## config.mk

```make
export PLATFORM = sky130hd
export DESIGN_NAME = encoder_count_velocity_monitor_top
export DESIGN_NICKNAME = d
export VERILOG_FILES = /design/src/rtl/ecvm_pkg.sv /design/src/rtl/ecvm_alu.sv /design/src/rtl/encoder_count_velocity_monitor_top.sv
export SDC_FILE = /design/constraint.sdc
export NUM_CORES = 2
export LEC_CHECK = 0
export ABC_AREA = 1
export BUFFER_PORTS_ARGS = -buffer_cell sky130_fd_sc_hd__buf_2
export CAP_MARGIN = 10
export CORE_ASPECT_RATIO = 0.6
export CORE_MARGIN = 2
export CORE_UTILIZATION = 50
export CTS_BUF_LIST = sky130_fd_sc_hd__clkbuf_2
export DETAILED_ROUTE_END_ITERATION = 8
export HOLD_SLACK_MARGIN = 0.05
export PLACE_DENSITY = 0.66
export SLEW_MARGIN = 15
export SYNTH_ARGS = -nofsm -noshare
export SYNTH_HDL_FRONTEND = slang
export SYNTH_SLANG_ARGS = --single-unit
```

## constraint.sdc

```tcl
create_clock -name aclk -period 18.2 [get_ports aclk]
set_input_delay 3.64 -clock aclk [delete_from_list [all_inputs] [get_ports aclk]]
set_output_delay 3.64 -clock aclk [all_outputs]
set_load 0.01 [all_outputs]
```

## src/rtl/ecvm_pkg.sv

```systemverilog
// Shared types, constants and register indexes of the encoder velocity monitor.
package ecvm_pkg;

    typedef struct packed {
        logic signed [31:0] count_a;
        logic signed [31:0] count_b;
    } in_beat_t;

    typedef struct packed {
        logic signed [15:0] velocity_a;
        logic signed [15:0] velocity_b;
        logic               overflow_a;
        logic               underflow_a;
        logic               overflow_b;
        logic               underflow_b;
        logic               count_reached;
        logic               velocity_reached;
    } out_beat_t;

    localparam int CFG_DATA_W = 32;
    localparam int CFG_ADDR_W = 3;

    typedef logic [CFG_ADDR_W-1:0] cfg_addr_t;

    localparam cfg_addr_t CFG_IRQ_ENABLES       = 3'd0;
    localparam cfg_addr_t CFG_TARGET_COUNT_A    = 3'd1;
    localparam cfg_addr_t CFG_TARGET_COUNT_B    = 3'd2;
    localparam cfg_addr_t CFG_TARGET_VELOCITY_A = 3'd3;
    localparam cfg_addr_t CFG_TARGET_VELOCITY_B = 3'd4;
    localparam cfg_addr_t CFG_RATIO_LIMIT_A     = 3'd5;
    localparam cfg_addr_t CFG_RATIO_LIMIT_B     = 3'd6;

    localparam logic signed [31:0] REACH_WINDOW = 32'sd10;
    localparam logic signed [31:0] JUMP_LIMIT   = 32'sd30000;

    // Shared unit operations
    typedef logic [0:0] alu_op_t;
    localparam alu_op_t ALU_SUB = 1'b0;
    localparam alu_op_t ALU_MUL = 1'b1;

    localparam int ALU_OPND_W = 33;
    localparam int ALU_RES_W  = 64;

    typedef struct packed {
        alu_op_t                       op;
        logic signed [ALU_OPND_W-1:0]  a;
        logic signed [ALU_OPND_W-1:0]  b;
    } alu_req_t;

endpackage

```

## src/rtl/ecvm_alu.sv

```systemverilog
// Shared subtract / multiply unit with a registered result.
module ecvm_alu
    import ecvm_pkg::*;
(
    input  logic                 aclk,
    input  alu_req_t             req,
    output logic [ALU_RES_W-1:0] res_reg
);

    logic signed [ALU_OPND_W:0] diff;

    assign diff = {req.a[ALU_OPND_W-1], req.a} - {req.b[ALU_OPND_W-1], req.b};

    always_ff @(posedge aclk) begin
        case (req.op)
            ALU_SUB: begin
                res_reg <= {{(ALU_RES_W-ALU_OPND_W-1){diff[ALU_OPND_W]}}, diff};
            end
            ALU_MUL: begin
                // unsigned 32x32
                res_reg <= req.a[31:0] * req.b[31:0];
            end
            default: begin
                res_reg <= '0;
            end
        endcase
    end

endmodule

```

## src/rtl/encoder_count_velocity_monitor_top.sv

```systemverilog
// Top level of the two-channel encoder count and velocity monitor.
// The input is not ready while a tick is in work, so ticks are taken one at a time.
// Each channel takes 4 steps of the shared subtract/multiply unit, plus a final compare
// state that holds, and with it the input, while the previous result beat waits on m_ready.
// Reset (aresetn low, synchronous): control and configuration registers, previous counts
// and sticky flags cleared; the payload registers are not reset.
module encoder_count_velocity_monitor_top
    import ecvm_pkg::*;
(
    input  logic                  aclk,
    input  logic                  aresetn,
    // input channel
    input  logic                  s_valid,
    output logic                  s_ready,
    input  in_beat_t              s_data,
    // result channel
    output logic                  m_valid,
    input  logic                  m_ready,
    output out_beat_t             m_data,
    // configuration write port
    input  logic                  cfg_we,
    input  cfg_addr_t             cfg_addr,
    input  logic [CFG_DATA_W-1:0] cfg_wdata
);

    // Sequencer states
    localparam logic [1:0] ST_IDLE = 2'd0;
    localparam logic [1:0] ST_RUN  = 2'd1;
    localparam logic [1:0] ST_LAST = 2'd2;

    // Per-channel step within ST_RUN
    localparam logic [1:0] PH_JUMP   = 2'd0;  // issue cur - prev
    localparam logic [1:0] PH_TARGET = 2'd1;  // issue cur - target count
    localparam logic [1:0] PH_DEV    = 2'd2;  // issue v - target velocity
    localparam logic [1:0] PH_MUL    = 2'd3;  // issue |t| * limit

    function automatic logic [31:0] abs32(input logic signed [31:0] x);
        logic [31:0] r;
        r = x[31] ? 32'(-x) : 32'(x);
        return r;
    endfunction

    // configuration registers
    logic [3:0]         irq_en_reg;
    logic signed [31:0] tgt_count_reg [2];
    logic signed [31:0] tgt_vel_reg   [2];
    logic [30:0]        limit_reg     [2];

    // control state
    logic [1:0]  state_reg, state_next;
    logic [2:0]  step_reg, step_next;
    logic        m_valid_reg;
    logic [3:0]  flags_reg;       // ov_a, un_a, ov_b, un_b from bit 0
    logic        count_hit_reg;
    logic        vel_hit_reg;
    logic [31:0] prev_reg [2];

    // payload
    logic signed [31:0] cur_reg [2];
    logic [15:0]        vel_reg [2];
    logic [38:0]        dm100_reg;
    out_beat_t          m_data_reg;

    // shared unit
    alu_req_t           alu_req;
    logic [ALU_RES_W-1:0] alu_res;

    logic       ch;
    logic [1:0] phase;
    logic       cmp_ch;
    logic       cmp_en;
    logic       vel_ok;
    logic       out_fire;

    logic signed [31:0] res_s32;
    logic signed [33:0] dev;
    logic [31:0]        dm;
    logic [31:0]        tm_issue;
    logic [31:0]        tm_cmp;
    logic [64:0]        lhs;
    logic [64:0]        rhs;
    logic signed [31:0] vq;

    assign ch    = step_reg[2];
    assign phase = step_reg[1:0];

    assign s_ready = (state_reg == ST_IDLE);
    assign m_valid = m_valid_reg;
    assign m_data  = m_data_reg;

    assign out_fire = (state_reg == ST_LAST) && (!m_valid_reg || m_ready);

    // ---------------- shared unit issue ----------------
    assign vq       = {vel_reg[ch], 16'h0000};
    assign tm_issue = abs32(tgt_vel_reg[ch]);

    always_comb begin
        alu_req.op = ALU_SUB;
        alu_req.a  = {cur_reg[ch][31], cur_reg[ch]};
        alu_req.b  = {prev_reg[ch][31], prev_reg[ch]};
        case (phase)
            PH_JUMP: begin
                alu_req.op = ALU_SUB;
                alu_req.a  = {cur_reg[ch][31], cur_reg[ch]};
                alu_req.b  = {prev_reg[ch][31], prev_reg[ch]};
            end
            PH_TARGET: begin
                alu_req.op = ALU_SUB;
                alu_req.a  = {cur_reg[ch][31], cur_reg[ch]};
                alu_req.b  = {tgt_count_reg[ch][31], tgt_count_reg[ch]};
            end
            PH_DEV: begin
                alu_req.op = ALU_SUB;
                alu_req.a  = {vq[31], vq};
                alu_req.b  = {tgt_vel_reg[ch][31], tgt_vel_reg[ch]};
            end
            PH_MUL: begin
                alu_req.op = ALU_MUL;
                alu_req.a  = {1'b0, tm_issue};
                alu_req.b  = {2'b00, limit_reg[ch]};
            end
            default: begin
                alu_req.op = ALU_SUB;
            end
        endcase
    end

    ecvm_alu u_alu (
        .aclk    (aclk),
        .req     (alu_req),
        .res_reg (alu_res)
    );

    // ---------------- result consumption ----------------
    // Result of the step issued last cycle; low 32 bits wrap like the counts.
    assign res_s32 = alu_res[31:0];
    assign dev     = alu_res[33:0];
    assign dm      = dev[33] ? 32'(-dev) : 32'(dev);

    // Velocity test without a divider:
    //   round(|d| * 100 * 2^16 / |t|) < limit  <=>  2*|d|*6553600 + |t| < 2*|t|*limit
    // A zero target or zero limit makes the right side zero, so the test fails.
    assign cmp_ch = (state_reg == ST_LAST);
    assign cmp_en = ((state_reg == ST_RUN) && (step_reg == 3'd4)) || (state_reg == ST_LAST);
    assign tm_cmp = abs32(tgt_vel_reg[cmp_ch]);
    assign lhs    = 65'({dm100_reg, 17'h00000}) + 65'(tm_cmp);
    assign rhs    = {alu_res, 1'b0};
    assign vel_ok = irq_en_reg[{1'b1, cmp_ch}] && (lhs < rhs);

    // ---------------- sequencer ----------------
    always_comb begin
        state_next = state_reg;
        step_next  = step_reg;
        case (state_reg)
            ST_IDLE: begin
                if (s_valid) begin
                    state_next = ST_RUN;
                    step_next  = '0;
                end
            end
            ST_RUN: begin
                if (step_reg == 3'd7) begin
                    // step stays on the last multiply so its product holds in ST_LAST
                    state_next = ST_LAST;
                end else begin
                    step_next = step_reg + 3'd1;
                end
            end
            ST_LAST: begin
                if (out_fire) begin
                    state_next = ST_IDLE;
                end
            end
            default: begin
                state_next = ST_IDLE;
            end
        endcase
    end

    // control and architectural state
    always_ff @(posedge aclk) begin
        if (!aresetn) begin
            state_reg        <= ST_IDLE;
            step_reg         <= '0;
            m_valid_reg      <= 1'b0;
            flags_reg        <= '0;
            count_hit_reg    <= 1'b0;
            vel_hit_reg      <= 1'b0;
            prev_reg[0]      <= '0;
            prev_reg[1]      <= '0;
            irq_en_reg       <= '0;
            tgt_count_reg[0] <= '0;
            tgt_count_reg[1] <= '0;
            tgt_vel_reg[0]   <= '0;
            tgt_vel_reg[1]   <= '0;
            limit_reg[0]     <= '0;
            limit_reg[1]     <= '0;
        end else begin
            state_reg <= state_next;
            step_reg  <= step_next;

            if (cfg_we) begin
                case (cfg_addr)
                    CFG_IRQ_ENABLES:       irq_en_reg       <= cfg_wdata[3:0];
                    CFG_TARGET_COUNT_A:    tgt_count_reg[0] <= cfg_wdata;
                    CFG_TARGET_COUNT_B:    tgt_count_reg[1] <= cfg_wdata;
                    CFG_TARGET_VELOCITY_A: tgt_vel_reg[0]   <= cfg_wdata;
                    CFG_TARGET_VELOCITY_B: tgt_vel_reg[1]   <= cfg_wdata;
                    CFG_RATIO_LIMIT_A:     limit_reg[0]     <= cfg_wdata[30:0];
                    CFG_RATIO_LIMIT_B:     limit_reg[1]     <= cfg_wdata[30:0];
                    default: ;
                endcase
            end

            if (s_valid && s_ready) begin
                count_hit_reg <= 1'b0;
                vel_hit_reg   <= 1'b0;
            end

            if (state_reg == ST_RUN) begin
                case (phase)
                    PH_TARGET: begin
                        // jump result is back
                        prev_reg[ch] <= cur_reg[ch];
                        if (res_s32 > JUMP_LIMIT) begin
                            flags_reg[{ch, 1'b0}] <= 1'b1;
                        end
                        if (res_s32 < -JUMP_LIMIT) begin
                            flags_reg[{ch, 1'b1}] <= 1'b1;
                        end
                    end
                    PH_DEV: begin
                        // distance to target count is back
                        if (irq_en_reg[{1'b0, ch}] && (res_s32 > -REACH_WINDOW)
                                && (res_s32 < REACH_WINDOW)) begin
                            count_hit_reg <= 1'b1;
                        end
                    end
                    default: ;
                endcase
            end

            if (cmp_en && vel_ok) begin
                vel_hit_reg <= 1'b1;
            end

            if (out_fire) begin
                m_valid_reg <= 1'b1;
            end else if (m_ready) begin
                m_valid_reg <= 1'b0;
            end
        end
    end

    // payload registers
    always_ff @(posedge aclk) begin
        if (s_valid && s_ready) begin
            cur_reg[0] <= s_data.count_a;
            cur_reg[1] <= s_data.count_b;
        end
        if ((state_reg == ST_RUN) && (phase == PH_TARGET)) begin
            vel_reg[ch] <= res_s32[15:0];
        end
        if ((state_reg == ST_RUN) && (phase == PH_MUL)) begin
            // |d| * 100 as shifts and adds
            dm100_reg <= {1'b0, dm, 6'd0} + {2'b00, dm, 5'd0} + {5'd0, dm, 2'd0};
        end
        if (out_fire) begin
            m_data_reg.velocity_a       <= vel_reg[0];
            m_data_reg.velocity_b       <= vel_reg[1];
            m_data_reg.overflow_a       <= flags_reg[0];
            m_data_reg.underflow_a      <= flags_reg[1];
            m_data_reg.overflow_b       <= flags_reg[2];
            m_data_reg.underflow_b      <= flags_reg[3];
            m_data_reg.count_reached    <= count_hit_reg;
            m_data_reg.velocity_reached <= vel_hit_reg || vel_ok;
        end
    end

endmodule

```

==> impl_results.md <==
* Resized Gates After CTS at 0
* Initial antenna violation count at 8
* Clk_lat worst skew at 1.42 ns
* Max Slew Vio Count at 0
* Flops & latches, synth at 506
* Top cells by area, synth: fa_1 (30%), edfxtp_1 (20%), inv_1 (9.1%)
* Layout area overhead at 6.152%
* Tcrit/Tclk final at 67.90%
* Tightest Pin Transition at 1.355 ns
* DP HPWL at 198400 um
* Synth Area in Simple Gates at 16.10%
* Period minus WS final at 12.36 ns
* CP arrival at 13.61 ns
* Highest net fanout along the worst path at 140
* Synthesized instance count at 7330
* Final WS setup at 5.841 ns
* Clock-pin slew on the worst setup and hold paths at 0.13 ns
* Multiplexer share of the synthesized area at 0.5265%
* Post-synth top area share at 29.58%
* Vias in the first global route at 52220
* Routed WL per cell at 26.99 um
* Cts-stage hold buffer count at 0
* Fraction of registers with async set/reset at 0%
* Sequential fraction of the synthesis area at 22.93%
* Mapped Nets at 8803
* Post-synth EDFFs at 425
* Netlist cell types at 69
* Via density at 5.821
* Nets@finish at 8918
* CP Capture Type: flop
* Largest area contributor in the netlist: fa_1
* CTS Buf Count at 109
* Max stage delay on crit path at 0.82 ns
* Post-synthesis compound-gate area fraction at 8.832%
* Starting Density at 50.50%
* Synth warn at 0
* Commonest cells in the netlist: inv_1 (1515), nand2_1 (1153), nor2_1 (958), fa_1 (927), ha_1 (442)
* Core Box Area at 124200 um2
* Met1 WL at 105000 um
* First DRT Iteration DRCs at 8360
* CTS tree: yes
* # setup viols final at 0
* Gp weighted congestion at 1.064
* Total gr overflow at 0
* H-tree levels at 3
* Metal2 WL at 87820 um
* DR WL met3 at 49930 um
* WS Path Type: flop to flop
* Max cap viols at 0
* Main combinational cell family by area after synthesis: adder cells
* Clock net sink count at 506
* Final TNS setup at 0 ns
* Startpoint Class: flop
* Top layer in use: met5
* Synth Area in XOR/XNOR at 1.912%
* Setup bufs post-CTS at 0
* Die Y-Extent at 278.4 um
* Drt first pass iters at 7
* Hold Path Class: flop to flop
* Dpl cell area at 65400 um2
* Die area at 128400 um2
* Post-DRT Antenna Nets at 0
* Adder-cell share of the synthesized area at 38.39%
* Layout cells sized above 1 at 7.875%
* GR Util All Layers at 39.16%
* IO Port Bufs at 143
* Fin area at 66600 um2
* RSZ-0062 raised after global routing: no
* Mapped cell area at 62740 um2
* Die X at 461.3 um
* Final Hold Fails at 0
* Maximum clock insertion buffer count at 3
* Placement Setup Slack at 6.463 ns
* Layout Utilization at 53.61%
* Root Driver: clkbuf_2
* Io pins at 144
* Final WL at 248900 um
* Cell with the most instances after synthesis: inv_1
* CP max-delay cell: fa_1
* Clock Skew at 0.1887 ns
* Via count at 53690
* Fmax at 80.92 MHz
* Largest net degree at the start of global routing at 141
* First-pass GRT wire length at 361500 um
* Slew HR at 9.087%
* Top_reg_cell synth: edfxtp_1
* Residual DRC count at 0
* Most used cell, CP: nand2_1
* Core Rows at 100
* Status: finished, final reports clean
* Syn_area_per_cell at 8.560 um2
* Worst path required time at 19.45 ns
[area by class of cell]
| cell class | count | area, um2 |
|---|---|---|
| diodes | 10 | 25.02 |
| clock buffers | 152 | 760.7 |
| clock inverters | 44 | 357.8 |
| fillers | 11570 | 57640 |
| inverters | 1549 | 5817 |
| multi-input cells | 5004 | 41400 |
| flip-flops and latches | 506 | 14390 |
| well taps | 1683 | 2106 |
| repair buffers | 275 | 1744 |
[cells in the final DEF, fill, tap and decap left out, types with 143 or more instances in the layout]
cell type,count
buf_2,143
nor2_1,954
edfxtp_1,425
fa_1,927
clkbuf_2,152
a21oi_1,374
inv_1,1513
ha_1,440
nand2_1,1152
o21ai_0,349
nand3_1,158
[kinds of logic (layout without fill, tap and decap cells)]
kind of cell             after synthesis  count (layout)
AND/OR/NAND/NOR                     2485            2485
buffers and inverters               1820            2020
adder cells (fa/ha/maj)             1369            1369
AO/OA/AOI/OAI                        980             980
flip-flops                           506             506
XOR/XNOR                             137             137
multiplexers                          33              33
other                                  0              10
[metal layers]
| metal | GRT usage, % | vias to the layer above |
|---|---|---|
| met1 | 58.49 | 26370 |
| met5 | 0.5629 | - |
| met4 | 8.314 | 12 |
| li1 | - | 23010 |
| met3 | 23.50 | 350 |
| met2 | 46.85 | 3950 |
[critical path: cells and delay by family, from the launching register on]
kind / cells / cell delay [ns]
adder cells (fa/ha/maj): 9 / 4.81
buffers and inverters: 8 / 2.48
AND/OR/NAND/NOR: 15 / 2.35
AO/OA/AOI/OAI: 6 / 1.53
flip-flops: 1 / 0.51
XOR/XNOR: 2 / 0.31
[metrics by stage]
stage | hold slack, ns | std cells
after floorplan | 0.4081 | 7330
after global placement | 0.4125 | 9015
after detailed placement | 0.4125 | 9015
after CTS | 0.4381 | 9211
after global routing | 0.4490 | 9217
final | 0.4372 | 9223
[path summary, 6_finish.rpt]
check	startpoint	endpoint	slack, ns	depth (start not counted)
setup / recovery	flop	u_alu.res_reg[48]	5.84	40
hold / removal	flags_reg[2]	m_data[3]	0.44	0
setup reg to reg	flop	u_alu.res_reg[48]	5.84	40
hold reg to reg	flags_reg[2]	m_data[3]	0.44	0
Power is left out: the tool's default activity adds up to more than one toggle a clock period on the data nets, which glitch-free logic cannot reach.
